### src/sv/ptc_pkg.sv
// ----------------------------------------------------------------------------
// ptc_pkg
// Shared types, constants and helpers of the phase to complex transmission
// block: fixed-point formats, reduction constants and the arctangent table.
// ----------------------------------------------------------------------------
package ptc_pkg;

   // field widths
   localparam int unsigned SAMPLE_W    = 24;
   localparam int unsigned OUT_W       = 24;
   localparam int unsigned SCALE_W     = 32;
   localparam int unsigned CSR_INDEX_W = 8;
   localparam int unsigned CSR_DATA_W  = 32;
   localparam int unsigned PROD_W      = SAMPLE_W + SCALE_W;
   localparam int unsigned ANGLE_W     = 32;
   localparam int unsigned TABLE_LEN   = 30;

   // register indexes
   localparam logic [CSR_INDEX_W-1:0] CSR_PHASE_SCALE = CSR_INDEX_W'(0);
   localparam logic [CSR_INDEX_W-1:0] CSR_WEAK_MODE   = CSR_INDEX_W'(1);

   // register reset values
   localparam logic [SCALE_W-1:0] PHASE_SCALE_RESET = 32'h0100_0000;

   // 2*pi in Q36 and its reciprocal in Q26
   localparam logic [38:0] TWO_PI_Q36 = 39'd431777206545;
   localparam logic [23:0] RECIP_Q62  =
      24'(64'h4000_0000_0000_0000 / {25'd0, TWO_PI_Q36});
   localparam logic [18:0] TWO_PI_HI  = TWO_PI_Q36[38:20];
   localparam logic [19:0] TWO_PI_LO  = TWO_PI_Q36[19:0];

   // fold thresholds in Q30
   localparam logic [32:0] HALF_PI_Q30     = 33'd1686629713;
   localparam logic [32:0] PI_Q30          = 33'd3373259426;
   localparam logic [32:0] THREE_HALF_PI_Q30 = PI_Q30 + HALF_PI_Q30;
   localparam logic [32:0] TWO_PI_Q30      = 33'd6746518852;

   // cordic start gain and unit output
   localparam logic signed [ANGLE_W-1:0] CORDIC_GAIN_Q30 = 32'sd652032874;
   localparam logic signed [OUT_W-1:0]   ONE_Q16         = 24'sd65536;

   // round(atan(2^-i) * 2^30)
   localparam logic [ANGLE_W-1:0] ARCTAN_Q30 [TABLE_LEN] = '{
      32'd843314857, 32'd497837829, 32'd263043837, 32'd133525159, 32'd67021687,
      32'd33543516,  32'd16775851,  32'd8388437,   32'd4194283,   32'd2097149,
      32'd1048576,   32'd524288,    32'd262144,    32'd131072,    32'd65536,
      32'd32768,     32'd16384,     32'd8192,      32'd4096,      32'd2048,
      32'd1024,      32'd512,       32'd256,       32'd128,       32'd64,
      32'd32,        32'd16,        32'd8,         32'd4,         32'd2
   };

   // state carried from cell to cell
   typedef struct packed {
      logic                      valid;
      logic                      last;
      logic                      neg;
      logic signed [OUT_W-1:0]   weak_im;
      logic signed [ANGLE_W-1:0] x;
      logic signed [ANGLE_W-1:0] y;
      logic signed [ANGLE_W-1:0] z;
   } cell_type;

   // one finished result
   typedef struct packed {
      logic signed [OUT_W-1:0] real_part;
      logic signed [OUT_W-1:0] imag_part;
      logic                    last_out;
   } result_type;

   // clamp to the signed 24 bit output range
   function automatic logic signed [OUT_W-1:0] sat_out(input logic signed [PROD_W-1:0] v);
      logic signed [OUT_W-1:0] r;
      if (v > 56'sd8388607) begin
         r = 24'sh7FFFFF;
      end else if (v < -56'sd8388608) begin
         r = 24'sh800000;
      end else begin
         r = v[OUT_W-1:0];
      end
      return r;
   endfunction

endpackage

### src/sv/ptc_if.sv


// transmission response channel
interface ptc_rsp_if;
   import ptc_pkg::*;
   logic                    valid;
   logic                    ready;
   logic signed [OUT_W-1:0] real_part;
   logic signed [OUT_W-1:0] imag_part;
   logic                    last_out;

   modport source (output valid, output real_part, output imag_part, output last_out,
                   input ready);
   modport sink   (input valid, input real_part, input imag_part, input last_out,
                   output ready);
endinterface


### src/sv/ptc_out_stage.sv
// ----------------------------------------------------------------------------
// ptc_out_stage
// Sign restore, rounding to Q8.16 and mode select, followed by an output
// register with a skid entry that decouples the pipeline from the sink.
// ----------------------------------------------------------------------------
module ptc_out_stage (
   input  logic              clock,
   input  logic              reset,
   input  ptc_pkg::cell_type tail,
   input  logic              weak_mode,
   output logic              advance,
   ptc_rsp_if.source         rsp_if
);
   import ptc_pkg::*;

   logic signed [ANGLE_W:0]  c_sgn, s_sgn;
   logic signed [ANGLE_W:0]  c_rnd, s_rnd;
   result_type               fmt;
   result_type               main_ff, main_in, skid_ff, skid_in;
   logic                     main_valid_ff, main_valid_in;
   logic                     skid_valid_ff, skid_valid_in;
   logic                     take;

   // restore sign of folded angle and round half up
   always_comb begin
      c_sgn = tail.neg ? -$signed({tail.x[ANGLE_W-1], tail.x})
                       :  $signed({tail.x[ANGLE_W-1], tail.x});
      s_sgn = tail.neg ? -$signed({tail.y[ANGLE_W-1], tail.y})
                       :  $signed({tail.y[ANGLE_W-1], tail.y});
      c_rnd = (c_sgn + 33'sd8192) >>> 14;
      s_rnd = (s_sgn + 33'sd8192) >>> 14;
      if (weak_mode) begin
         fmt.real_part = ONE_Q16;
         fmt.imag_part = tail.weak_im;
      end else begin
         fmt.real_part = sat_out(PROD_W'(c_rnd));
         fmt.imag_part = sat_out(PROD_W'(s_rnd));
      end
      fmt.last_out = tail.last;
   end

   // output register and skid entry
   always_comb begin
      advance       = !skid_valid_ff;
      take          = main_valid_ff && rsp_if.ready;
      main_in       = main_ff;
      main_valid_in = main_valid_ff;
      skid_in       = skid_ff;
      skid_valid_in = skid_valid_ff;
      if (advance) begin
         if (tail.valid) begin
            if (!main_valid_ff || take) begin
               main_in       = fmt;
               main_valid_in = 1'b1;
            end else begin
               skid_in       = fmt;
               skid_valid_in = 1'b1;
            end
         end else if (take) begin
            main_valid_in = 1'b0;
         end
      end else if (take) begin
         main_in       = skid_ff;
         main_valid_in = 1'b1;
         skid_valid_in = 1'b0;
      end
   end

   always_ff @(posedge clock) begin
      if (reset) begin
         main_valid_ff <= 1'b0;
         skid_valid_ff <= 1'b0;
      end else begin
         main_valid_ff <= main_valid_in;
         skid_valid_ff <= skid_valid_in;
      end
   end

   always_ff @(posedge clock) begin
      main_ff <= main_in;
      skid_ff <= skid_in;
   end

   assign rsp_if.valid     = main_valid_ff;
   assign rsp_if.real_part = main_ff.real_part;
   assign rsp_if.imag_part = main_ff.imag_part;
   assign rsp_if.last_out  = main_ff.last_out;

   // skid entry only fills behind a waiting output
   a_skid_behind_main: assert property (@(posedge clock) disable iff (reset)
      skid_valid_ff |-> main_valid_ff)
      else $error("skid entry holds a result while output register is empty");

   // a stalled skid entry is not dropped
   a_skid_kept: assert property (@(posedge clock) disable iff (reset)
      (skid_valid_ff && !rsp_if.ready) |=> skid_valid_ff)
      else $error("skid entry lost while the sink stalls");

   // a result held at the chain end survives the stall
   a_tail_kept: assert property (@(posedge clock) disable iff (reset)
      (tail.valid && !advance) |=> tail.valid)
      else $error("result at end of chain dropped during stall");

endmodule

### src/flat_wrapper.sv
// flat-port wrapper written by rule: the top's interface ports become plain ports
module ptc_out_stage_flat import ptc_pkg::*;
  (clock, reset, tail, weak_mode, advance, rsp_if_valid, rsp_if_real_part, rsp_if_imag_part, rsp_if_last_out, rsp_if_ready);
  ptc_rsp_if rsp_if_i ();
  input  logic clock;
  input  logic reset;
  input  ptc_pkg::cell_type tail;
  input  logic weak_mode;
  output logic advance;
  output wire logic [$bits(rsp_if_i.valid)-1:0] rsp_if_valid;
  output wire logic [$bits(rsp_if_i.real_part)-1:0] rsp_if_real_part;
  output wire logic [$bits(rsp_if_i.imag_part)-1:0] rsp_if_imag_part;
  output wire logic [$bits(rsp_if_i.last_out)-1:0] rsp_if_last_out;
  input wire logic [$bits(rsp_if_i.ready)-1:0] rsp_if_ready;
  assign rsp_if_valid = rsp_if_i.valid;
  assign rsp_if_real_part = rsp_if_i.real_part;
  assign rsp_if_imag_part = rsp_if_i.imag_part;
  assign rsp_if_last_out = rsp_if_i.last_out;
  assign rsp_if_i.ready = rsp_if_ready;
  ptc_out_stage u_core (.clock(clock), .reset(reset), .tail(tail), .weak_mode(weak_mode), .advance(advance), .rsp_if(rsp_if_i));
endmodule
### config.mk
export PLATFORM = sky130hd
export DESIGN_NAME = ptc_out_stage_flat
export DESIGN_NICKNAME = d
export VERILOG_FILES = /design/src/sv/ptc_pkg.sv /design/src/sv/ptc_if.sv /design/src/sv/ptc_out_stage.sv /design/src/flat_wrapper.sv
export SDC_FILE = /design/constraint.sdc
export NUM_CORES = 1
export LEC_CHECK = 0
export BUFFER_PORTS_ARGS = -buffer_cell sky130_fd_sc_hd__buf_2
export CORE_MARGIN = 1.5
export CORE_UTILIZATION = 50
export CTS_CLUSTER_SIZE = 30
export DETAILED_ROUTE_END_ITERATION = 6
export PLACE_DENSITY = 0.75
export SYNTH_ARGS = -nofsm -noshare
export SYNTH_HDL_FRONTEND = slang
export SYNTH_SLANG_ARGS = --single-unit
### constraint.sdc
create_clock -name clock -period 6.8 [get_ports clock]
set_input_delay 1.02 -clock clock [delete_from_list [all_inputs] [get_ports clock]]
set_output_delay 1.02 -clock clock [all_outputs]
set_load 0.02 [all_outputs]
### Word-level counts from Yosys, hierarchy flattened

Cells that the tools add are included.
Widths: inputs -> output; s select.

| storage, ports and cells | value |
|---|---|
| input port bits | 127 |
| logic and storage cells | 50 |
| register bits | 100 |

| cells by class | value |
|---|---|
| muxes and demuxes | 20 |
| reductions and logical operators | 10 |
| bitwise logic cells | 2 |
| order comparisons | 4 |
| $add $sub $neg | 4 |
| equality and inequality tests | 2 |

Operator list:

| operator | number |
|---|---|
| $mux 49 | 4 |
| $mux 24 | 4 |
| $add 33x15->33 const B | 2 |
| $mux 33 | 2 |
| $neg 32->33 | 2 |
| $gt 19x24->1 const B | 2 |
| $lt 19x24->1 const B | 2 |
| $mux 48 | 1 |
| $mux 1 | 9 |
| $reduce_and 3->1 | 3 |
| $reduce_bool 2->1 | 3 |
| $ne 3x1->1 const B | 1 |
| $logic_not 1->1 | 2 |
| $ne 2x2->1 const B | 1 |
| $not 1->1 | 2 |
| $logic_and 1x1->1 | 1 |
| $logic_or 1x1->1 | 1 |

### Longest topological paths before layout

| logic depth | value |
|---|---|
| depth after elaboration | 10 |
| gate-level depth with buffers | 15 |
| mapped depth without buffers | 11 |

### Least setup slack after synthesis

No wires, ideal clock.

| timing | value |
|---|---|
| path type | register to register |
| from | register u_core.skid_valid_ff |
| to | register u_core.skid_ff[0] (netlist bit) (enable) |
| slack | 1.774 ns |
| arrival time | 4.516 ns |
| library setup time | 0.510 ns |
| path buffers | 2 |
| cell stages (with the launch flop) | 6 |
| period minus slack after synthesis | 5.026 ns |
| cell sequence | dfxtp_1 -> clkbuf_1 -> inv_2 -> buf_1 -> nand2_1 -> nor3b_1 |

| between the ends | value |
|---|---|
| cells in the longest elaborated chain, start to end | 2 |

RTL lines:

| item | line | source |
|---|---|---|
| start, declared | ptc_out_stage.sv:21 | `logic skid_valid_ff, skid_valid_in;` |
| start signal, assigned | ptc_out_stage.sv:75 | `skid_valid_ff <= skid_valid_in;` |
| $not 1->1 (no source line) | -- |  |
| $reduce_and 3->1 (no source line) | -- |  |
| end signal, assigned | ptc_out_stage.sv:81 | `skid_ff <= skid_in;` |
| end, declared | ptc_out_stage.sv:19 | `result_type main_ff, main_in, skid_ff, skid_in;` |

Every way passes these cells.
A chain may end at the register's enable or synchronous reset.

==> flow_summary.ini <==
[critical_path]
critical_path_required_ps = 6860
endpoint_kind = flop
worstPathCellList = buf_2 > nor4_1 > nand4_1 > o21ai_0 > xnor2_1 > ha_1 > nor3b_1 > a31oi_1 > a2111o_1 > or4_1 > a31oi_1 > nor3_1
critical_path_buf_inv_count = 1
cp_common_cell = a31oi_1
start_kind = primary input
cpLargestDelayFamily = simple AND/OR/NAND/NOR gates
crit_path_top_delay_cell = a2111o_1
slowest_delay_ps = 570
worstPathArrival_ps = 4390
critical_path_class = in2reg
worstPathMaxFanout = 10

[pwr]
p_sw_mw = 0.416
seq_power_share_pct = 45.2
powerDensity_nw_per_um2 = 211
swShare_pct = 28.1
leakagePower_nw = 2.62
intPower_mw = 1.06
finalPower_mw = 1.48
peakVddDrop_mv = 0.125
clockPowerShare_pct = 33.7
comb_power_share_pct = 21.1

[synth]
synth_simple_gate_area_share_pct = 20.1
syn_avg_cell_area_um2 = 10.0
yosysTopAreaCellShare_pct = 44.5
synth_area_um2 = 5940
synthDistinctLibCells = 75
synth_mux_area_share_pct = 4.71
synth-xor-area-share_pct = 7.20
synthArstFlopShare_pct = 0
synth_edf_count = 88
synthTopCellsByArea = edfxtp_1 44%, xnor2_1 5.2%, nand2_1 4.0%
synth_fa_ha_area_share_pct = 0.421
synth_area_leader_cell = edfxtp_1
synth.yosys.warnings = 0
ys_seq_elements = 90
synthCells = 594
synth_top_family_by_area = simple AND/OR/NAND/NOR gates
ys.flop_type = edfxtp_1
ys_seq_area_share_pct = 45.1
synth_nets = 723
synth_compound_area_share_pct = 18.3

[die]
ios = 178
placementRows = 39
dieWidth_um = 112
die_h_um = 112
core_area_um2 = 11500
dieArea_um2 = 12600
initial_core_util_pct = 51.6

[clocking]
clockBufferDepth = 2
cts_tree = built
cts_made_buffers = 9
clk_pin_slew_worst_paths_ps = 60
cts_hold_buf = 0
cts_setup_buffers = 0
cts_resized = 0
root_buffer = clkbuf_16
clk_latency_ps = 340
cts.sinks = 90
h-tree-depth = 3

[placement]
hpwl_mm = 10.3
io_buffers = 145
place.gp.congestion = 0.898
place_area_um2 = 6700

[run]
drv_cap = 0

[sta]
period_share_pct = 63.7
rsz0062_at_grt = false
max_freq_ghz = 0.231
final.min_clock_period_ps = 4330
setup_viol = 0
hold_viol = 0
skew_ps = 4.69
worstMarginPinSlew_ps = 805
slew_headroom_pct = 45.9
fin_tns_setup_ps = 0
drv_slew = 0

[global_route]
antenna_found_initial = 0
grt_pass1_vias = 4833
grt_max_degree = 62
grt_pass1_wl_mm = 23.7
gr-total-overflow = 0
track_usage_pct = 23.5

[layout]
antenna_cells = 0
syn_to_final_growth_pct = 17.7
multi_input_area_um2 = 3020
seq_area_um2 = 2680
fill_cells = 1009
layout-drive-gt1-share_pct = 29.7
nets = 845
layout_commonest_cell = buf_2
layout_common_cells = 145 x buf_2, 88 x edfxtp_1, 63 x nand2_1, 51 x nor2_1
postLayoutCellArea_um2 = 7000
fin_util_pct = 60.8

[drt]
post-route-drc-count = 10
vias = 5189
drt_first_pass_iters = 7
drt_first_iter_violations = 276
wl_mm = 14.8
avgViaCountPerCell = 6.01
wl_per_cell_um = 17.1
ant_nets = 0

[outcome]
failed_checks = design-rule violations
run_status = finished, violations left

[worst_hold_path]
hold_path_class = reg2reg
per-stage QoR:
stage	setup WS, ps	instances	hold WS, ps
finish	2470	864	535
global route	2080	864	557
CTS	2500	864	536
detailed placement	2150	848	519
global placement	2250	848	508
floorplan	1770	594	498
path summary, 6_finish.rpt:
check | start | endpoint | slack (ps) | depth (start not counted)
worst max-delay path | tail[69] | u_core.skid_ff[38]$_DFFE_PP_ | 2470 | 12
worst min-delay path | u_core.skid_ff[36]$_DFFE_PP_ | u_core.rsp_if.real_part[11]$_DFFE_PP_ | 530 | 2
worst max register to register | u_core.skid_valid_ff$_SDFF_PP0_ | u_core.skid_ff[35]$_DFFE_PP_ | 4320 | 5
worst min register to register | u_core.skid_ff[36]$_DFFE_PP_ | u_core.rsp_if.real_part[11]$_DFFE_PP_ | 530 | 2
Yosys cell counts (11+ instances only):
master    count
nand2_1      63
edfxtp_1     88
o21ai_0      21
a21oi_1      35
xnor2_1      35
or3_1        12
nor2_1       51
nand3_1      12
nor3_1       18
nor4_1       11
inv_1        11
xor2_1       12
a31oi_1      12
mux2_2       20
o31ai_1      17
clkbuf_1     22
registers in the layout, indices dropped and copies added (netlist names):
| signal | cells |
|---|---|
| u_core.rsp_if.imag_part | 24 |
| u_core.rsp_if.last_out | 1 |
| u_core.rsp_if.real_part | 19 |
| u_core.rsp_if.valid | 1 |
| u_core.skid_ff | 44 |
| u_core.skid_valid_ff | 1 |
cells by family (layout without fill, tap and decap cells):
| group | count (synthesis) | after routing |
|---|---|---|
| compound gates | 150 | 150 |
| flops | 90 | 90 |
| mux | 25 | 25 |
| buf+inv | 52 | 179 |
| xor+xnor | 48 | 48 |
| fa+ha+maj | 2 | 2 |
| simple gates | 227 | 227 |
metal layers:
layer | GRT usage [%] | routed length, µm | up-vias
li1 | - | - | 2502
met1 | 32.7 | 6720 | 2478
met2 | 38.6 | 6930 | 192
met3 | 3.89 | 938 | 17
met4 | 6.16 | 209 | 0
met5 | 0 | 0 | -
tightest hold or removal path, cell delays in order, from the launching register on:
cell and delay, ps:
edfxtp_1 320, nand2_1 50, o31ai_1 60
cell type report:
cell class	instances	area share [%]
Clock inverter	6	0.965
Sequential cell	90	38.3
Clock buffer	10	3.27
Tap cell	143	2.56
Multi-Input combinational cell	452	43.2
Timing Repair Buffer	151	11.0
Inverter	12	0.644
power groups by stage:
stage          combinational [mW]  clock [mW]  sequential [mW]
6_report                    0.312       0.498            0.668
3_5_place_dp                0.309           0            0.680
3_3_place_gp                0.299           0            0.679
4_1_cts                     0.311       0.505            0.668
5_1_grt                     0.340       0.525            0.671
2_1_floorplan               0.171           0            0.719
Power figures use the tool's default switching activity.
