`src/sv/ptc_pkg.sv`:
```
// ----------------------------------------------------------------------------
// ptc_pkg
// Shared types, constants and helpers of the phase to complex transmission
// block: fixed-point formats, reduction constants and the arctangent table.
// ----------------------------------------------------------------------------
package ptc_pkg;

   // field widths
   localparam int unsigned SAMPLE_W    = 24;
   localparam int unsigned OUT_W       = 24;
   localparam int unsigned SCALE_W     = 32;
   localparam int unsigned CSR_INDEX_W = 8;
   localparam int unsigned CSR_DATA_W  = 32;
   localparam int unsigned PROD_W      = SAMPLE_W + SCALE_W;
   localparam int unsigned ANGLE_W     = 32;
   localparam int unsigned TABLE_LEN   = 30;

   // register indexes
   localparam logic [CSR_INDEX_W-1:0] CSR_PHASE_SCALE = CSR_INDEX_W'(0);
   localparam logic [CSR_INDEX_W-1:0] CSR_WEAK_MODE   = CSR_INDEX_W'(1);

   // register reset values
   localparam logic [SCALE_W-1:0] PHASE_SCALE_RESET = 32'h0100_0000;

   // 2*pi in Q36 and its reciprocal in Q26
   localparam logic [38:0] TWO_PI_Q36 = 39'd431777206545;
   localparam logic [23:0] RECIP_Q62  =
      24'(64'h4000_0000_0000_0000 / {25'd0, TWO_PI_Q36});
   localparam logic [18:0] TWO_PI_HI  = TWO_PI_Q36[38:20];
   localparam logic [19:0] TWO_PI_LO  = TWO_PI_Q36[19:0];

   // fold thresholds in Q30
   localparam logic [32:0] HALF_PI_Q30     = 33'd1686629713;
   localparam logic [32:0] PI_Q30          = 33'd3373259426;
   localparam logic [32:0] THREE_HALF_PI_Q30 = PI_Q30 + HALF_PI_Q30;
   localparam logic [32:0] TWO_PI_Q30      = 33'd6746518852;

   // cordic start gain and unit output
   localparam logic signed [ANGLE_W-1:0] CORDIC_GAIN_Q30 = 32'sd652032874;
   localparam logic signed [OUT_W-1:0]   ONE_Q16         = 24'sd65536;

   // round(atan(2^-i) * 2^30)
   localparam logic [ANGLE_W-1:0] ARCTAN_Q30 [TABLE_LEN] = '{
      32'd843314857, 32'd497837829, 32'd263043837, 32'd133525159, 32'd67021687,
      32'd33543516,  32'd16775851,  32'd8388437,   32'd4194283,   32'd2097149,
      32'd1048576,   32'd524288,    32'd262144,    32'd131072,    32'd65536,
      32'd32768,     32'd16384,     32'd8192,      32'd4096,      32'd2048,
      32'd1024,      32'd512,       32'd256,       32'd128,       32'd64,
      32'd32,        32'd16,        32'd8,         32'd4,         32'd2
   };

   // state carried from cell to cell
   typedef struct packed {
      logic                      valid;
      logic                      last;
      logic                      neg;
      logic signed [OUT_W-1:0]   weak_im;
      logic signed [ANGLE_W-1:0] x;
      logic signed [ANGLE_W-1:0] y;
      logic signed [ANGLE_W-1:0] z;
   } cell_type;

   // one finished result
   typedef struct packed {
      logic signed [OUT_W-1:0] real_part;
      logic signed [OUT_W-1:0] imag_part;
      logic                    last_out;
   } result_type;

   // clamp to the signed 24 bit output range
   function automatic logic signed [OUT_W-1:0] sat_out(input logic signed [PROD_W-1:0] v);
      logic signed [OUT_W-1:0] r;
      if (v > 56'sd8388607) begin
         r = 24'sh7FFFFF;
      end else if (v < -56'sd8388608) begin
         r = 24'sh800000;
      end else begin
         r = v[OUT_W-1:0];
      end
      return r;
   endfunction

endpackage

```
`src/sv/ptc_phase_reduce.sv`:
```
// ----------------------------------------------------------------------------
// ptc_phase_reduce
// Forms the phase product, reduces it modulo 2*pi by reciprocal multiply
// with correction, folds it into [-pi/2, pi/2] and prepares the weak-phase
// value. Six register stages, all held while advance is low.
// ----------------------------------------------------------------------------
module ptc_phase_reduce (
   input  logic                            clock,
   input  logic                            reset,
   input  logic                            advance,
   input  logic                            accept,
   input  logic signed [ptc_pkg::SAMPLE_W-1:0] sample,
   input  logic                            last,
   input  logic [ptc_pkg::SCALE_W-1:0]     phase_scale,
   output ptc_pkg::cell_type               head
);
   import ptc_pkg::*;

   logic [5:0] valid_ff;
   logic [4:0] last_ff;

   logic signed [PROD_W:0]   prod_full;
   logic signed [PROD_W-1:0] p1_ff, p1_in;
   logic signed [PROD_W-1:0] p2_ff, p3_ff;
   logic signed [25:0]       p_hi;
   logic signed [50:0]       q_prod;
   logic signed [18:0]       q2_ff, q2_in;
   logic signed [PROD_W-1:0] w_sum;
   logic signed [PROD_W-1:0] w_shift;
   logic signed [OUT_W-1:0]  weak2_ff, weak2_in, weak3_ff, weak4_ff, weak5_ff;
   logic signed [38:0]       mh3_ff, mh3_in;
   logic signed [39:0]       ml3_ff, ml3_in;
   logic signed [59:0]       r_full;
   logic signed [40:0]       r4_ff, r4_in;
   logic signed [40:0]       m_val;
   logic [32:0]              a5_ff, a5_in;
   logic signed [33:0]       z_wide;
   logic                     neg6;
   cell_type                 head_ff, head_in;

   // stage 1: phase product, signed Q20.36
   always_comb begin
      prod_full = sample * $signed({1'b0, phase_scale});
      p1_in     = prod_full[PROD_W-1:0];
   end

   // stage 2: quotient estimate and weak-phase rounding
   always_comb begin
      p_hi     = p1_ff[PROD_W-1:30];
      q_prod   = p_hi * $signed({1'b0, RECIP_Q62});
      q2_in    = q_prod[50:32];
      w_sum    = p1_ff + 56'sd524288;
      w_shift  = w_sum >>> 20;
      weak2_in = sat_out(w_shift);
   end

   // stage 3: quotient times 2*pi in two partial products
   always_comb begin
      mh3_in = q2_ff * $signed({1'b0, TWO_PI_HI});
      ml3_in = q2_ff * $signed({1'b0, TWO_PI_LO});
   end

   // stage 4: remainder, within one period of the target range
   always_comb begin
      r_full = p3_ff - (mh3_ff <<< 20) - ml3_ff;
      r4_in  = r_full[40:0];
   end

   // stage 5: correct remainder into [0, 2*pi), drop to Q30
   always_comb begin
      if (r4_ff[40]) begin
         m_val = r4_ff + $signed({2'b00, TWO_PI_Q36});
      end else if (r4_ff >= $signed({2'b00, TWO_PI_Q36})) begin
         m_val = r4_ff - $signed({2'b00, TWO_PI_Q36});
      end else begin
         m_val = r4_ff;
      end
      a5_in = m_val[38:6];
   end

   // stage 6: fold into [-pi/2, pi/2]
   always_comb begin
      if (a5_ff < HALF_PI_Q30) begin
         z_wide = $signed({1'b0, a5_ff});
         neg6   = 1'b0;
      end else if (a5_ff < THREE_HALF_PI_Q30) begin
         z_wide = $signed({1'b0, a5_ff}) - $signed({1'b0, PI_Q30});
         neg6   = 1'b1;
      end else begin
         z_wide = $signed({1'b0, a5_ff}) - $signed({1'b0, TWO_PI_Q30});
         neg6   = 1'b0;
      end
      head_in.valid   = valid_ff[4];
      head_in.last    = last_ff[4];
      head_in.neg     = neg6;
      head_in.weak_im = weak5_ff;
      head_in.x       = CORDIC_GAIN_Q30;
      head_in.y       = '0;
      head_in.z       = z_wide[ANGLE_W-1:0];
   end

   // stage valids
   always_ff @(posedge clock) begin
      if (reset) begin
         valid_ff <= '0;
      end else if (advance) begin
         valid_ff <= {valid_ff[4:0], accept};
      end
   end

   // payload stages
   always_ff @(posedge clock) begin
      if (advance) begin
         last_ff  <= {last_ff[3:0], last};
         p1_ff    <= p1_in;
         p2_ff    <= p1_ff;
         q2_ff    <= q2_in;
         weak2_ff <= weak2_in;
         p3_ff    <= p2_ff;
         mh3_ff   <= mh3_in;
         ml3_ff   <= ml3_in;
         weak3_ff <= weak2_ff;
         r4_ff    <= r4_in;
         weak4_ff <= weak3_ff;
         a5_ff    <= a5_in;
         weak5_ff <= weak4_ff;
         head_ff  <= head_in;
      end
   end

   always_comb begin
      head       = head_ff;
      head.valid = valid_ff[5];
   end

endmodule

```
`config.mk`:
```
export PLATFORM = sky130hd
export DESIGN_NAME = ptc_phase_reduce
export DESIGN_NICKNAME = d
export VERILOG_FILES = /design/src/sv/ptc_pkg.sv /design/src/sv/ptc_phase_reduce.sv
export SDC_FILE = /design/constraint.sdc
export NUM_CORES = 2
export LEC_CHECK = 0
export ABC_AREA = 1
export BUFFER_PORTS_ARGS = -buffer_cell sky130_fd_sc_hd__buf_4
export CORE_AREA = 2 2 459 461
export DETAILED_ROUTE_END_ITERATION = 10
export DIE_AREA = 0 0 461 463
export GPL_TIMING_DRIVEN = 0
export PLACE_DENSITY = 0.6
export SLEW_MARGIN = 20
export SYNTH_ARGS = -nofsm -noshare
export SYNTH_HDL_FRONTEND = slang
export SYNTH_SLANG_ARGS = --single-unit
```
`constraint.sdc`:
```
create_clock -name clock -period 7.2 [get_ports clock]
set_clock_uncertainty 0.1 [all_clocks]
set_input_delay 1.08 -clock clock [delete_from_list [all_inputs] [get_ports clock]]
set_output_delay 1.08 -clock clock [all_outputs]
set_load 0.02 [all_outputs]
```
## After elaboration in Yosys (flattened, before gate mapping)

Index checks and enable logic that the tools add are counted.
W data, S select, Z words.

- Register bits: 456
- Input port bits: 61
- Output and inout port bits: 123
- Logic and storage cells: 40

- Add/subtract/negate cells: 7
- $mul: 4
- Magnitude comparators: 5
- Multiplexer cells: 6

Operators by type and width:

| cell | number |
|---|---|
| $mux W39 | 2 |
| $mux W32 | 2 |
| $sub A32 B32 Y32 const B | 2 |
| $add A56 B21 Y56 const B | 1 |
| $mul A24 B33 Y56 | 1 |
| $mul A26 B25 Y51 const B | 1 |
| $ge A41 B40 Y1 const B | 1 |
| $sub A41 B40 Y41 | 1 |
| $sub A41 B41 Y41 | 1 |
| $mul A19 B21 Y40 const B | 1 |
| $add A39 B38 Y39 const B | 1 |
| $sub A39 B38 Y39 const B | 1 |
| $gt A36 B24 Y1 const B | 1 |
| $lt A36 B24 Y1 const B | 1 |
| $lt A33 B31 Y1 const B | 1 |
| $lt A33 B33 Y1 const B | 1 |
| $mux W24 | 1 |
| $mul A19 B19 Y20 const B | 1 |
| $mux W1 | 1 |

## Logic depth before layout (Yosys ltp)

- Word-level depth: 3
- Mapped depth: 28
- Gate-level depth less buffers: 27

## Least setup slack after synthesis

No wires, ideal clock.

- Path kind: input -> register
- Start point: in sample[15] (netlist bit)
- End point: reg p1_ff[55], data pin
- Setup time: 253 ps
- Arrival: 6585 ps
- Required time: 6847 ps
- Path slack: 262 ps
- Stages on the path: 25
- Path buffers: 1
- Cell sequence: clkbuf_1 -> nand2_1 -> fa_1 -> inv_1 -> fa_1 -> inv_1 -> fa_1 -> inv_1 -> fa_1 -> fa_1 -> fa_1 -> inv_1 -> fa_1 -> inv_1 -> ha_1 -> nand2_1 -> nor2_1 -> inv_1 -> nor2_1 -> and3_1 -> nand2_1 -> nand3_1 -> nand3_1 -> nand4_1 -> nand2_1

- Cells in the longest elaborated chain, start to end: 1

Ends and longest elaborated chain:

| what | RTL line | text |
|---|---|---|
| start, declared | ptc_phase_reduce.sv:12 | `input logic signed [ptc_pkg::SAMPLE_W-1:0] sample,` |
| $mul A24 B33 Y56 | ptc_phase_reduce.sv:43 | `prod_full = sample * $signed({1'b0, phase_scale});` |
| net prod_full[55] | ptc_phase_reduce.sv:22 | `logic signed [PROD_W:0] prod_full;` |
| end signal, assigned | ptc_phase_reduce.sv:115 | `p1_ff <= p1_in;` |
| end, declared | ptc_phase_reduce.sv:23 | `logic signed [PROD_W-1:0] p1_ff, p1_in;` |

The timed path passes the listed nets, and every way through them passes these cells.
A chain may end at the register's enable or synchronous reset.

## Final worst setup path

- Start point: in sample[15] (netlist bit)
- End point: reg p1_ff[39], data pin

The elaborated chain is that of the path after synthesis.

==> impl_metrics.ini <==
[clock_network]
path_clk_slew_ns = 0.06
cts_hold_buf = 0
cts_buffers = 51
clk_latency_ns = 0.62
clock_sinks = 455
cts_root_buffer = clkbuf_16
cts_tree = done
htree_levels = 2
cts_buffer_depth = 3

[run_status]
run_status = complete, no violations

[detailed_routing]
vias = 57500
wl_per_cell_um = 20.2
dr.pass1.iters = 6
routed_wl_um = 240000
vias_per_cell = 4.84
drt_iter0_markers = 4128
ant_nets = 0
drc_errors = 0

[finish]
antenna_cells = 0
mostFrequentLayoutCells = 2303 x inv_1, 1943 x nand2_1, 1078 x fa_1
seq_area_um2 = 13600
mostFrequentLayoutCell = inv_1
final_nets = 10900
final_area_um2 = 80000
final_layout_size_suffix_gt1_share_pct = 6.94
syn2layout_area_growth_pct = 10.1
fill_cells = 21700
stdcell_count = 11900
multi_input_area_um2 = 49600

[setup_path]
required_ns = 7.45
path_cells = buf_4 -> clkbuf_2 -> nand2_1 -> fa_1 -> inv_1 -> fa_1 -> fa_1 -> fa_1 -> fa_1 -> fa_1 -> inv_1 -> fa_1 -> inv_1 -> ha_1 -> a21oi_1 -> o21ai_1 -> a21oi_2 -> o21bai_2 -> nand3b_1 -> xor2_1
endpoint_kind = flop
crit_fanout = 10
crit_top_cell = fa_1
path_buf_inv = 5
critical_path_arrival_ns = 7.39
critPathTopFamily = adder cells
cp_slowest_stage_delay_ns = 0.56
ff2ff_setup_slack_ns = 0.38
startpoint_type = primary input
rr_startpoint = p1_ff[40]$_DFFE_PP_
reg2reg_to = q2_ff[9]$_DFFE_PP_
slowest_stage = fa_1
crit_type = in2reg
rr_worst_depth = 20

[hold_path]
whs_path_depth = 0
min_to = p3_ff[28]$_DFFE_PP_
hp-class = reg2reg
worstHoldStart = p2_ff[28]$_DFFE_PP_

[flow_run]
drv_cap = 0

[sta]
final_max_slew_viol_count = 0
hold_viol_final = 0
relSlewSlack_pct = 23.5
post-route-min-period_ns = 7.14
period_share_pct = 99.1
worst_slew_pin_slew_ns = 1.15
fmax_mhz = 140
rsz0062_at_grt = yes
setup_viol = 0
setup_tns_ns = 0
worst_hold_slack_ns = 0.311

[synth]
synth.avg_cell_area_um2 = 8.28
synth_cell_types = 55
ys_warn_count = 0
synth_mux_area_share_pct = 0.0138
synth-edff-count = 449
synth_seq_cells = 455
yosysSeqAreaShare_pct = 18.7
syn_inst = 8782
netlist_area_um2 = 72700
synthAdderAreaFrac_pct = 42.6
synthSimpleGateAreaFrac_pct = 16.9
async_flop_share_pct = 0
synth-xor-area-share_pct = 3.02
synth-compound-area-share_pct = 4.97
synth_flop_cell = edfxtp_1
synth_top_family_by_area = adder cells

[global_route]
antenna_found_initial = 1
grt_pass1_vias = 60200
grt_first_pass_wirelength_um = 364000
grt_max_degree = 107
grt.total_usage_pct = 22.5
overflow = 0

[die]
core_um2 = 209000
initial_core_util_pct = 34.9
die_h_um = 463
pin_count = 184
die_w_um = 461
rows = 168
die-area_um2 = 213000

[placed_design]
gp_congestion = 0.966
numPortBuffers = 119
hpwlAfterDp_um = 202000
dp.cells = 11800
placed_area_um2 = 77500
-- state kept, by name, summed over array words and instances (netlist names), 24 cells and up --
name / cells
weak2_ff: 24
p2_ff: 41
weak5_ff: 24
weak3_ff: 24
p1_ff: 56
ml3_ff: 40
p3_ff: 41
r4_ff: 41
weak4_ff: 24
a5_ff: 33
head: 58
-- synth_stat cells (all sizes together) (2+ instances only) --
cell type | number | area [um2]
nand3b | 8 | 60.1
or2 | 23 | 144
edfxtp | 449 | 13500
nand2 | 1979 | 7520
a21oi | 284 | 1420
o21ai | 242 | 1220
fa | 1084 | 21700
and2 | 2 | 12.5
nand3 | 284 | 1450
clkbuf | 151 | 568
ha | 740 | 9260
xor2 | 185 | 1620
a21boi | 7 | 52.6
nor3 | 51 | 255
a31oi | 40 | 250
xnor2 | 63 | 552
nor2 | 567 | 2210
o21bai | 22 | 165
a211oi | 4 | 30.0
o211ai | 7 | 52.6
nand4 | 72 | 450
conb | 2 | 7.51
and3 | 5 | 31.3
inv | 2316 | 8700
nor4 | 14 | 87.6
dfxtp | 6 | 120
nand2b | 2 | 12.5
buf | 110 | 759
clkinv | 3 | 11.3
nor3b | 2 | 15.0
o21a | 14 | 105
a21o | 37 | 278
-- how the worst max path moves through the flow --
stage,cells after the start,slack (ns),startpoint,endpoint
2_1_floorplan,25,0.26,sample[15],p1_ff[55]$_DFFE_PP_
4_1_cts,25,0.0002,phase_scale[7],p1_ff[41]$_DFFE_PP_
6_report,20,0.06,sample[15],p1_ff[39]$_DFFE_PP_
5_1_grt,21,-0.08,sample[23],p1_ff[37]$_DFFE_PP_
3_3_place_gp,26,-1.42,sample[11],p1_ff[55]$_DFFE_PP_
3_5_place_dp,24,-1.49,sample[8],p1_ff[55]$_DFFE_PP_
-- metrics by stage --
stage                     utilization (%)  setup slack (ns)
after floorplan                         -             0.262
final                                38.4            0.0616
after detailed placement             37.2             -1.49
after CTS                            38.2          0.000189
after global placement               37.1             -1.42
after global routing                 38.4           -0.0844
-- timing repair --
| item | in CTS | in global routing |
|---|---|---|
| endpoints found under the setup margin | 37 | 44 |
| resized for setup | 221 | 175 |
| buffers inserted | 2 | 8 |
| pin swaps | 2 | 8 |
-- kinds of logic after synthesis --
| family | after synthesis |
|---|---|
| other | 2 |
| buffers and inverters | 2580 |
| AND/OR/NAND/NOR | 3009 |
| adder cells (fa/ha/maj) | 1825 |
| AO/OA/AOI/OAI | 661 |
| XOR/XNOR | 249 |
| multiplexers | 1 |
| flip-flops | 455 |
-- per-layer routing --
metal  global-route usage, %  part of all wire (%)  vias up
met5                       0                0.0033        -
met4                    8.69                   4.5        2
met3                    3.22                   6.3      433
met2                    37.9                    47     1873
met1                    29.0                    42    28300
li1                        -                     -    26900
-- cell type report --
type                            instances  share of cell area [%]
Multi-Input combinational cell       5809                    62.0
Sequential cell                       455                    17.0
Inverter                             2319                    10.9
Tap cell                             2805                    4.38
Buffer                                260                    2.13
Clock buffer                           65                    1.78
Timing Repair Buffer                  139                    1.46
Clock inverter                         29                   0.374
Power is not shown: default switching activity piles up to over one toggle a cycle in this logic, so the estimate is an artifact.
