## src/sv/ptc_pkg.sv

```systemverilog
// ----------------------------------------------------------------------------
// ptc_pkg
// Shared types, constants and helpers of the phase to complex transmission
// block: fixed-point formats, reduction constants and the arctangent table.
// ----------------------------------------------------------------------------
package ptc_pkg;

   // field widths
   localparam int unsigned SAMPLE_W    = 24;
   localparam int unsigned OUT_W       = 24;
   localparam int unsigned SCALE_W     = 32;
   localparam int unsigned CSR_INDEX_W = 8;
   localparam int unsigned CSR_DATA_W  = 32;
   localparam int unsigned PROD_W      = SAMPLE_W + SCALE_W;
   localparam int unsigned ANGLE_W     = 32;
   localparam int unsigned TABLE_LEN   = 30;

   // register indexes
   localparam logic [CSR_INDEX_W-1:0] CSR_PHASE_SCALE = CSR_INDEX_W'(0);
   localparam logic [CSR_INDEX_W-1:0] CSR_WEAK_MODE   = CSR_INDEX_W'(1);

   // register reset values
   localparam logic [SCALE_W-1:0] PHASE_SCALE_RESET = 32'h0100_0000;

   // 2*pi in Q36 and its reciprocal in Q26
   localparam logic [38:0] TWO_PI_Q36 = 39'd431777206545;
   localparam logic [23:0] RECIP_Q62  =
      24'(64'h4000_0000_0000_0000 / {25'd0, TWO_PI_Q36});
   localparam logic [18:0] TWO_PI_HI  = TWO_PI_Q36[38:20];
   localparam logic [19:0] TWO_PI_LO  = TWO_PI_Q36[19:0];

   // fold thresholds in Q30
   localparam logic [32:0] HALF_PI_Q30     = 33'd1686629713;
   localparam logic [32:0] PI_Q30          = 33'd3373259426;
   localparam logic [32:0] THREE_HALF_PI_Q30 = PI_Q30 + HALF_PI_Q30;
   localparam logic [32:0] TWO_PI_Q30      = 33'd6746518852;

   // cordic start gain and unit output
   localparam logic signed [ANGLE_W-1:0] CORDIC_GAIN_Q30 = 32'sd652032874;
   localparam logic signed [OUT_W-1:0]   ONE_Q16         = 24'sd65536;

   // round(atan(2^-i) * 2^30)
   localparam logic [ANGLE_W-1:0] ARCTAN_Q30 [TABLE_LEN] = '{
      32'd843314857, 32'd497837829, 32'd263043837, 32'd133525159, 32'd67021687,
      32'd33543516,  32'd16775851,  32'd8388437,   32'd4194283,   32'd2097149,
      32'd1048576,   32'd524288,    32'd262144,    32'd131072,    32'd65536,
      32'd32768,     32'd16384,     32'd8192,      32'd4096,      32'd2048,
      32'd1024,      32'd512,       32'd256,       32'd128,       32'd64,
      32'd32,        32'd16,        32'd8,         32'd4,         32'd2
   };

   // state carried from cell to cell
   typedef struct packed {
      logic                      valid;
      logic                      last;
      logic                      neg;
      logic signed [OUT_W-1:0]   weak_im;
      logic signed [ANGLE_W-1:0] x;
      logic signed [ANGLE_W-1:0] y;
      logic signed [ANGLE_W-1:0] z;
   } cell_type;

   // one finished result
   typedef struct packed {
      logic signed [OUT_W-1:0] real_part;
      logic signed [OUT_W-1:0] imag_part;
      logic                    last_out;
   } result_type;

   // clamp to the signed 24 bit output range
   function automatic logic signed [OUT_W-1:0] sat_out(input logic signed [PROD_W-1:0] v);
      logic signed [OUT_W-1:0] r;
      if (v > 56'sd8388607) begin
         r = 24'sh7FFFFF;
      end else if (v < -56'sd8388608) begin
         r = 24'sh800000;
      end else begin
         r = v[OUT_W-1:0];
      end
      return r;
   endfunction

endpackage

```

## src/sv/ptc_cordic_cell.sv

```systemverilog
// ----------------------------------------------------------------------------
// ptc_cordic_cell
// One CORDIC rotation step with a fixed shift, registered toward the next
// cell of the chain.
// ----------------------------------------------------------------------------
module ptc_cordic_cell #(
   parameter int unsigned STAGE = 0
) (
   input  logic              clock,
   input  logic              reset,
   input  logic              advance,
   input  ptc_pkg::cell_type cell_i,
   output ptc_pkg::cell_type cell_o
);
   import ptc_pkg::*;

   logic signed [ANGLE_W-1:0] dx;
   logic signed [ANGLE_W-1:0] dy;
   cell_type                  cell_ff, cell_in;

   // rotate toward zero residual angle
   always_comb begin
      dx      = $signed(cell_i.y) >>> STAGE;
      dy      = $signed(cell_i.x) >>> STAGE;
      cell_in = cell_i;
      if (!cell_i.z[ANGLE_W-1]) begin
         cell_in.x = cell_i.x - dx;
         cell_in.y = cell_i.y + dy;
         cell_in.z = cell_i.z - $signed(ARCTAN_Q30[STAGE]);
      end else begin
         cell_in.x = cell_i.x + dx;
         cell_in.y = cell_i.y - dy;
         cell_in.z = cell_i.z + $signed(ARCTAN_Q30[STAGE]);
      end
   end

   always_ff @(posedge clock) begin
      if (reset) begin
         cell_ff.valid <= 1'b0;
      end else if (advance) begin
         cell_ff <= cell_in;
      end
   end

   assign cell_o = cell_ff;

endmodule

```

## config.mk

```make
export PLATFORM = sky130hd
export DESIGN_NAME = ptc_cordic_cell
export DESIGN_NICKNAME = d
export VERILOG_FILES = /design/src/sv/ptc_pkg.sv /design/src/sv/ptc_cordic_cell.sv
export SDC_FILE = /design/constraint.sdc
export NUM_CORES = 1
export LEC_CHECK = 0
export BUFFER_PORTS_ARGS = -buffer_cell sky130_fd_sc_hd__buf_2
export CAP_MARGIN = 20
export CORE_MARGIN = 2
export CORE_UTILIZATION = 50
export CTS_CLUSTER_DIAMETER = 200
export CTS_CLUSTER_SIZE = 40
export DETAILED_ROUTE_END_ITERATION = 16
export PLACE_DENSITY = 0.9
export SYNTH_ARGS = -nofsm -noshare
export SYNTH_HDL_FRONTEND = slang
export SYNTH_SLANG_ARGS = --single-unit
export TNS_END_PERCENT = 10
```

## constraint.sdc

```tcl
create_clock -name clock -period 6.4 [get_ports clock]
set_clock_uncertainty 0.1 [all_clocks]
set_input_delay 0.32 -clock clock [delete_from_list [all_inputs] [get_ports clock]]
set_output_delay 0.32 -clock clock [all_outputs]
set_load 0.03 [all_outputs]
```

# Word-level counts from Yosys, hierarchy flattened
# Cells that the tools add are included.
# classes
n_reduce_logical	1
n_mux	1
add_sub_neg	5
bitwise	1
# ops
operator	count
$mux W96	1
$sub A32 B32 Y32	2
$add A32 B31 Y32 const B	1
$add A32 B32 Y32	1
$sub A32 B31 Y32 const B	1
$reduce_and A2 Y1	1
$not A1 Y1	1
# totals
wordCells	15
reg_bits	123
out_inout_bits	123

# Longest topological paths before layout
# Gate-level depths: netlist of run 1.
# depth
word_depth	2
ltp_mapped	14

# Least setup slack after synthesis of run 1
# OpenSTA, ideal clock, no wires.
# synth_timing
path_kind	input port to flip-flop
startpoint	in reset
endpoint	reg cell_ff, in the netlist cell_o[0] (enable)
cell_stages	1
slack_ps	-11
arrival_time_ps	5693
setup_ps	619
required_time_ps	5681
path_cell_list	nor2b_1
# synth_via
elab_chain_len	2
# synth_rtl
item	line	text
start, declared	ptc_cordic_cell.sv:10	input logic reset,
$not A1 Y1 (no source line)	--	
$reduce_and A2 Y1 (no source line)	--	
end signal, assigned	ptc_cordic_cell.sv:41	cell_ff <= cell_in;
end, declared	ptc_cordic_cell.sv:19	cell_type cell_ff, cell_in;
# Every way passes these cells.
# A chain may end at the register's enable or synchronous reset.

==> impl_metrics.yaml, run 1 <==
critical_path:
  critical_path_arrival_ns: 3.72
  r2r_end: "cell_o[122]"
  path_cells: "buf_2 > inv_1 > ha_1 > nand2_1 > o21ai_0 > a211oi_1 > nor3_1 > a2111oi_2 > a211oi_1 > nor4b_1 > nor3_1 > xor2_1"
  r2r_slack_ns: 5.65
  cp_data_required_time_ns: 6.44
  end_kind: "register"
  crit_fanout: 16
  rr_startpoint: "cell_o[122]"
  worst_setup_path_start_kind: "input pin"
  worst_path_max_delay_cell: "ha_1"
  reg2reg_depth: 2
  critical_path_class: "in2reg"
  slowest_delay_ns: 0.67
yosys:
  synth-adder-area-share_pct: 15.31
  synth.most_common_cell: "a21oi_1"
  synth_common_cells: "137 x a21oi_1, 124 x ha_1, 121 x edfxtp_1, 109 x inv_1, 96 x nor2_1"
  synth-main-ff-cell: "edfxtp_1"
  synth_xor_area_share_pct: 7.313
  yosysTopAreaCell: "edfxtp_1"
  synthMuxAreaShare_pct: 1.221
  synth_area_mm2: 0.01066
  synth_top_family_by_area: "compound AO/OA/AOI/OAI gates"
  ys_ff_latch: 122
  synth_edf_count: 121
  async_flop_share_pct: 0
  ys_warn_count: 0
  syn_inst: 1169
  synth_compound_area_share_pct: 23.08
  yosysSeqAreaShare_pct: 34.28
  syn_avg_cell_area_um2: 9.118
  synth_simple_gate_area_share_pct: 13.05
  synth_area_leaders: "edfxtp_1 34%, ha_1 15%, xnor2_1 6.7%, a21oi_1 6.4%, inv_1 3.8%"
  synth_fp_nets: 1423
  synth.distinct_cells: 90
  synth_top_area_share_pct: 34.09
die:
  die_h_um: 150.0
  die_area_mm2: 0.02250
  fp.dieW_um: 150.0
  row_count: 53
  io-pin-count: 249
  start_util_pct: 50.87
  core-area_mm2: 0.02096
placed_design:
  placed_area_mm2: 0.01209
  io_buffers: 248
  dp.final_hpwl_um: 24520
  place.gp.congestion: 1.009
clock_network:
  cts_buffer_depth: 2
  root_buffer: "clkbuf_16"
  cts.htree.levels: 4
  clkSinkCount: 122
  numCtsBuffers: 17
  cts_tree: "yes"
  clk_pin_slew_ns: 0.06
  cts_resized: 0
  insertion_delay_ns: 0.41
drt:
  drt_iter0_markers: 1101
  drc: 0
  vias_per_cell: 5.961
  firstDrtPassIters: 6
  wire_per_inst_um: 18.77
  postRouteWirelength_um: 32210
  via_count: 10230
  ant_nets: 0
cells_and_area:
  syn2layout_area_growth_pct: 21.99
  fin_nets: 1680
  drive_gt1_share_pct: 21.96
  final_cell_area_mm2: 0.01300
  largest_reg_flops: 122
  final_core_util_pct: 62.05
timing:
  finalSetupTns_ns: 0
  fmax_ghz: 0.2721
  min_period_over_period_pct: 57.43
  slew_headroom_pct: 25.69
  hold_viol_final: 0
  finalSetupViolCount: 0
  worstMarginPinSlew_ns: 1.087
  rsz0062_at_grt: "false"
  period_needed_ns: 3.675
  report.final.slew_viol_count: 0
power_and_ir_drop:
  ir_drop_mv: 0.1867
  p_leak_nw: 5.772
  p_per_area_mw_per_mm2: 241.2
min_path:
  hold_end: "cell_o[101]"
  whs_path_depth: 1
  worstHoldPathType: "in2reg"
  worstHoldStart: "cell_i[101]"
grt:
  grt_pass1_vias: 9656
  antenna_found_initial: 0
  grt_start_max_net_pins: 92
  grt.total_usage_pct: 27.52
  grt_overflow_total: 0
  grt_pass1_wl_um: 49000
flow_run:
  maxCapViolations: 0
status:
  status: "finished clean"
## placed cells by master, fill, tap and decap left out, types with 7 or more instances in the layout
master and n:
a211oi_1 7, a21o_1 29, a21oi_1 137, a31oi_1 8
buf_2 247, clkbuf_16 17, dlygate4sd3_1 25, edfxtp_1 121
ha_1 124, inv_1 109, mux2i_1 13, nand2_1 59
nand2b_1 14, nand3_1 19, nand4_1 11, nor2_1 96
nor2b_1 19, nor3_1 26, o211ai_1 11, o21a_1 8
o21ai_0 76, o21ai_1 7, o21bai_1 16, xnor2_1 81
xor2_1 8
## critical path: cells and delay by family
family / cells / cell delay (ns)
adders and majority gates: 1 / 0.67
xor gates and xnor gates: 1 / 0.16
and+or+nand+nor: 4 / 1.07
buffers and inverters: 2 / 0.15
AOI/OAI and AO/OA: 4 / 1.34
## cell families (layout without fill, tap and decap cells)
group	count (synthesis)	count (layout)
AOI/OAI and AO/OA	379	379
and+or+nand+nor	286	286
buffers and inverters	152	422
adders and majority gates	128	128
DFF	122	122
xor gates and xnor gates	89	89
muxes	13	13
other	0	2
## layer usage
| layer | global-route usage, % | vias up | part of all wire [%] |
|---|---|---|---|
| met5 | 0 | - | 0 |
| met2 | 45.37 | 616 | 47 |
| met1 | 36.35 | 4776 | 40 |
| met4 | 11.70 | 0 | 3.5 |
| met3 | 3.628 | 95 | 9.3 |
| li1 | - | 4742 | - |
## stage by stage
stage          total power (W)  hold slack (ns)  worst slack (ns)  cells
3_3_place_gp          0.002060           0.3763             2.383   1656
3_5_place_dp          0.002082           0.3983             2.301   1656
6_report              0.003136          0.01226             2.725   1716
5_1_grt               0.003259         0.001791             2.544   1714
4_1_cts               0.003121         0.001046             2.616   1713
2_1_floorplan         0.001786           0.2924             2.388   1169
## worst max-delay path by stage
| stage | from | end | cells after the start |
|---|---|---|---|
| 4_1_cts | cell_i[31] | cell_o[30] | 13 |
| 5_1_grt | cell_i[31] | cell_o[30] | 12 |
| 3_3_place_gp | cell_i[31] | cell_o[30] | 13 |
| 6_report | cell_i[44] | cell_o[95] | 12 |
| 2_1_floorplan | advance | cell_o[0] | 1 |
| 3_5_place_dp | cell_i[31] | cell_o[30] | 13 |
## report_power, final
group | internal (W) | switching (W) | total (W)
combinational | 0.000379 | 0.000705 | 0.00108
clock | 0.000630 | 0.000396 | 0.00103
sequential | 0.00100 | 0.0000252 | 0.00103
## area by class of cell
| class | count | area [um^2] |
|---|---|---|
| Tap cell | 275 | 344.1 |
| Clock inverter | 15 | 201.4 |
| Antenna cell | 2 | 5.005 |
| Sequential cell | 122 | 3654 |
| Inverter | 112 | 421.7 |
| Fill cell | 1750 | 7953 |
| Clock buffer | 17 | 425.4 |
| Multi-Input combinational cell | 895 | 6400 |
| Timing Repair Buffer | 278 | 1551 |
## what timing repair did
item,CTS,global route
hold endpoints to repair,25,0
hold buffers,25,0
buffers inserted,0,0
setup endpoints to repair,0,0
No activity file was read; power rests on OpenSTA's default activity.
==> run 2: changes to the inputs <==
- clock period: 6.4 -> 2.95 ns (I/O delays scaled with it)
==> run 2 against run 1 <==
First-iteration DRC count up 5.0%. Clock power up 99%. Utilization up 7.1 points. Critical endpoint is now cell_o[93].
==> impl_metrics.yaml, run 2 (synthesized netlist as in run 1, its figures left out) <==
timing:
  hold_viol_final: 0
  report.final.slew_viol_count: 0
  slew_headroom_pct: 45.56
  min_period_over_period_pct: 96.12
  period_needed_ns: 2.835
  rsz0062_at_grt: "true"
  fmax_ghz: 0.3527
  finalSetupTns_ns: 0
  worstMarginPinSlew_ns: 0.8166
  finalSetupViolCount: 0
clock_network:
  cts_tree: "yes"
  clk_pin_slew_ns: 0.06
  insertion_delay_ns: 0.43
  cts_buffer_depth: 2
  numCtsBuffers: 17
  cts.htree.levels: 4
  clkSinkCount: 122
  root_buffer: "clkbuf_16"
placed_design:
  dp.final_hpwl_um: 27360
  dp_cells: 1854
  io_buffers: 248
  place.gp.congestion: 1.017
cells_and_area:
  drive_gt1_share_pct: 31.89
  final_cell_mix: "247 x buf_2, 203 x buf_4, 136 x a21oi_1"
  nFillCells: 1595
  antenna_cells: 0
  final_core_util_pct: 69.17
  final_common_cell: "buf_2"
  syn2layout_area_growth_pct: 35.98
  largest_reg_flops: 122
  fin_nets: 1881
  fin_cells: 1915
drt:
  drc: 0
  firstDrtPassIters: 6
  postRouteWirelength_um: 35340
  drt_iter0_markers: 1156
  ant_nets: 0
  via_count: 11100
  vias_per_cell: 5.797
  wire_per_inst_um: 18.45
grt:
  grt_pass1_vias: 10740
  grt.total_usage_pct: 30.83
  grt_start_max_net_pins: 73
  grt_overflow_total: 0
  antenna_found_initial: 0
  grt_pass1_wl_um: 54510
critical_path:
  worst_path_max_delay_cell: "a2111oi_2"
  path_cells: "buf_2 > inv_1 > ha_1 > buf_4 > and2_4 > a22o_1 > o31ai_2 > buf_4 > a21boi_2 > a2111oi_2 > a211oi_2 > buf_4 > o41ai_1 > a21oi_1 > xnor2_1"
  startpoint: "cell_i[35]"
  end_kind: "register"
  r2r_end: "cell_o[122]"
  critical_path_class: "in2reg"
  slowest_delay_ns: 0.42
  timing.critical_path.mode_cell: "buf_4"
  crit_fanout: 6
  cp_data_required_time_ns: 3.02
  r2r_slack_ns: 1.71
  critical_path_arrival_ns: 2.91
  reg2reg_depth: 3
  rr_startpoint: "cell_o[122]"
  worst_setup_path_start_kind: "input pin"
power_and_ir_drop:
  p_total_w: 0.006998
  p_per_area_mw_per_mm2: 482.8
  ir_drop_mv: 0.4133
  p_leak_nw: 6.713
die:
  die_area_mm2: 0.02250
  io-pin-count: 249
  start_util_pct: 50.87
  core-area_mm2: 0.02096
  row_count: 53
  die_h_um: 150.0
  fp.dieW_um: 150.0
flow_run:
  maxCapViolations: 0
min_path:
  worstHoldStart: "cell_i[64]"
  hold_end: "cell_o[64]"
  whs_path_depth: 3
  worstHoldPathType: "in2reg"
status:
  status: "finished clean"
## run 2: timing repair
| item | CTS | global route |
|---|---|---|
| setup endpoints to repair | 0 | 17 |
| setup buffers | 0 | 0 |
| hold buffers | 29 | 0 |
| endpoints found under the hold margin | 28 | 0 |
| gates resized for setup | 0 | 12 |
## run 2: worst max-delay path by stage
stage / slack (ns) / end / cells after the start
after global routing: -0.006 / cell_o[83] / 14
final: 0.11 / cell_o[93] / 15
after CTS: 0.04 / cell_o[95] / 15
after detailed placement: -0.34 / cell_o[58] / 15
after floorplan: -0.63 / cell_o[24] / 13
after global placement: -0.31 / cell_o[54] / 15
## run 2: stage by stage
step / area [um^2] / hold WS (ns) / setup slack [ns]
2_1_floorplan: 10670 / 0.1199 / -0.6272
3_3_place_gp: 13580 / 0.2241 / -0.3115
3_5_place_dp: 13580 / 0.2256 / -0.3391
4_1_cts: 14450 / 0.02593 / 0.04199
5_1_grt: 14490 / 0.04706 / -0.006025
6_report: 14490 / 0.03317 / 0.1145
## run 2: critical path, delay by kind of cell
| family | cells | cell delay (ns) |
|---|---|---|
| AO/OA/AOI/OAI | 7 | 1.47 |
| XOR/XNOR | 1 | 0.16 |
| buffers and inverters | 5 | 0.66 |
| AND/OR/NAND/NOR | 1 | 0.14 |
| adder cells (fa/ha/maj) | 1 | 0.31 |
## run 2: routing by layer
metal	vias to the layer above	share of wire [%]	global-route usage, %
li1	5159	-	-
met1	5154	41	41.26
met2	678	46	49.34
met3	110	9.3	5.335
met4	0	3.8	12.92
met5	-	0	0
## run 2: cell type report
class / count / area (um^2) / area share (%)
multi-input cells: 895 / 6447 / 44.48
clock buffers: 17 / 425.4 / 2.935
repair buffers: 479 / 3050 / 21.05
inverters: 112 / 421.7 / 2.909
flip-flops and latches: 122 / 3654 / 25.21
clock inverters: 15 / 151.4 / 1.045
well taps: 275 / 344.1 / 2.374
## run 2: power breakdown
group | switching, W | total [W] | leakage [nW] | internal [W]
clock network | 0.000923 | 0.00205 | 0.278 | 0.00112
registers | 0.0000561 | 0.00223 | 1.14 | 0.00217
logic | 0.00162 | 0.00272 | 5.29 | 0.00110
total | 0.00260 | 0.00700 | 6.71 | 0.00439
==> run 3: changes to the inputs <==
- ABC_AREA: default -> 1
- CORE_UTILIZATION: 50 -> 52
- PLACE_DENSITY: 0.9 -> 0.91
==> run 3 against run 2 <==
Die area rose by 17%. Synthesized area up 22%. Critical path depth down 1. Highest routed layer unchanged.
==> impl_metrics.yaml, run 3 <==
flow_run:
  maxCapViolations: 0
drt:
  dr_wl_met3_um: 3677
  top_layer_used: "met4"
  drt_iter0_markers: 1494
  wire_per_inst_um: 16.69
  met2_length_um: 20490
  via_count: 14270
  ant_nets: 0
  drc: 0
  drt-met1-wl_um: 17460
  vias_per_cell: 5.481
  firstDrtPassIters: 8
  postRouteWirelength_um: 43470
power_and_ir_drop:
  p_per_area_mw_per_mm2: 453.4
  p_int_w: 0.004070
  p_leak_nw: 8.343
  power_frac_clock_pct: 30.5
  power_frac_comb_pct: 38.0
  ir_drop_mv: 0.3193
  power.net_switching_w: 0.002885
  power_frac_seq_pct: 31.5
  swShare_pct: 41.48
die:
  fp.dieW_um: 162.1
  die_area_mm2: 0.02626
  row_count: 57
  io-pin-count: 249
  core-area_mm2: 0.02439
  start_util_pct: 53.26
  die_h_um: 162.1
timing:
  hold_viol_final: 0
  fmax_ghz: 0.4232
  min_period_over_period_pct: 80.09
  slew_headroom_pct: 47.16
  rsz0062_at_grt: "false"
  report.final.slew_viol_count: 0
  finalSetupTns_ns: 0
  finalSetupViolCount: 0
  period_needed_ns: 2.363
  fin_hold_ws_ns: 0.04349
  worstMarginPinSlew_ns: 0.7926
clock_network:
  clkSinkCount: 122
  numCtsBuffers: 17
  post-cts-setup-buffers: 0
  cts_buffer_depth: 2
  root_buffer: "clkbuf_16"
  insertion_delay_ns: 0.43
  clk_pin_slew_ns: 0.07
  cts_tree: "yes"
  ctsHoldBuffers: 29
  cts.htree.levels: 4
  cts_resized: 0
yosys:
  ys_warn_count: 0
  yosysTopAreaCell: "edfxtp_1"
  synth.distinct_cells: 44
  syn_avg_cell_area_um2: 6.476
  synth.most_common_cell: "nand2_1"
  synth-main-ff-cell: "edfxtp_1"
  synth_common_cells: "710 x nand2_1, 358 x inv_1, 174 x nand3_1, 139 x nor2_1, 124 x ha_1"
  synth_edf_count: 121
  synth_area_leaders: "edfxtp_1 28%, nand2_1 21%, ha_1 12%, inv_1 10%, nand3_1 6.7%"
  synth_top_area_share_pct: 27.97
  async_flop_share_pct: 0
  ys_ff_latch: 122
  synth_fp_nets: 2260
  yosysSeqAreaShare_pct: 28.12
  synth_area_mm2: 0.01299
  syn_inst: 2006
grt:
  antenna_found_initial: 0
  grt_start_max_net_pins: 68
  grt_pass1_vias: 13770
  grt_pass1_wl_um: 68140
  grt_overflow_total: 0
  grt.total_usage_pct: 33.00
critical_path:
  end_kind: "register"
  crit_fanout: 4
  cp_data_required_time_ns: 3.04
  critical_path_arrival_ns: 2.45
  critical_path_class: "in2reg"
  worst_setup_path_start_kind: "input pin"
status:
  status: "finished clean"
placed_design:
  place.gp.congestion: 0.9810
  dp.final_hpwl_um: 35090
  io_buffers: 248
min_path:
  worstHoldPathType: "in2reg"
cells_and_area:
  final_cell_mix: "710 x nand2_1, 357 x inv_1, 248 x buf_2"
  drive_gt1_share_pct: 13.55
  syn2layout_area_growth_pct: 18.08
  antenna_cells: 0
  largest_reg_flops: 122
  fin_nets: 2521
  final_common_cell: "nand2_1"
-- run 3: changes by cell type after synthesis, sizes merged, moves of 14 or more --
cell / change
nor2b: -20
inv: +250
o21ai: -21
a21o: -24
nor2: +49
xor2: +31
nand2: +656
xnor2: -75
a21oi: -23
nand4: +14
nand3: +156
-- run 3: worst max-delay path, stage by stage --
cell	delay (ns)
dlygate4sd3_1	0.53
buf_2	0.14
inv_1	0.08
fa_1	0.50
inv_1	0.13
nand3_1	0.07
nand2_1	0.14
nand2_1	0.07
o211ai_1	0.21
nand2_1	0.09
nand2_1	0.12
nand2_1	0.08
nand3_1	0.07
nand2_1	0.05
-- run 3: final timing paths --
kind | end | depth (start not counted) | startpoint | slack [ns]
worst max-delay path | cell_o[28] | 14 | cell_i[0] | 0.59
worst min-delay path | cell_o[64] | 3 | cell_i[64] | 0.04
worst max register to register | cell_o[122] | 3 | cell_o[122] | 1.69
worst min register to register | cell_o[122] | 3 | cell_o[122] | 0.94
-- run 3: metal layers --
metal | global-route usage [%] | vias up
met5 | 0 | -
met4 | 14.20 | 0
met3 | 3.984 | 123
met2 | 57.27 | 755
met1 | 41.44 | 6507
li1 | - | 6887
-- run 3: cells by family after synthesis --
group                      synth area share (%)
AOI/OAI and AO/OA                         9.005
adders and majority gates                 12.56
DFF                                       28.12
and+or+nand+nor                           34.84
xor gates and xnor gates                  3.034
buffers and inverters                     12.44
-- run 3: layout make-up --
| type | instances | area [um^2] |
|---|---|---|
| inverter | 359 | 1348 |
| fill | 2296 | 9051 |
| clock inverter | 15 | 152.6 |
| tap | 324 | 405.4 |
| sequential | 122 | 3654 |
| clock buffer | 17 | 425.4 |
| timing repair buffer | 283 | 1627 |
| multi-input combinational | 1484 | 7729 |
-- run 3: power by group through the flow --
stage | Sequential [W] | Combinational [W] | Clock [W]
2_1_floorplan | 0.00255 | 0.00146 | 0
3_3_place_gp | 0.00222 | 0.00250 | 0
3_5_place_dp | 0.00223 | 0.00255 | 0
4_1_cts | 0.00219 | 0.00259 | 0.00212
5_1_grt | 0.00220 | 0.00290 | 0.00218
6_report | 0.00219 | 0.00264 | 0.00212
-- run 3: per-stage QoR --
step	instances	utilization (%)	total power (W)	area [um^2]	setup WS, ns
2_1_floorplan	2006	-	0.004014	13000	0.4522
3_3_place_gp	2543	59.33	0.004726	14470	0.3753
3_5_place_dp	2543	59.33	0.004775	14470	0.3238
4_1_cts	2604	62.89	0.006908	15340	0.5970
5_1_grt	2604	62.89	0.007287	15340	0.3875
6_report	2604	62.89	0.006955	15340	0.5873
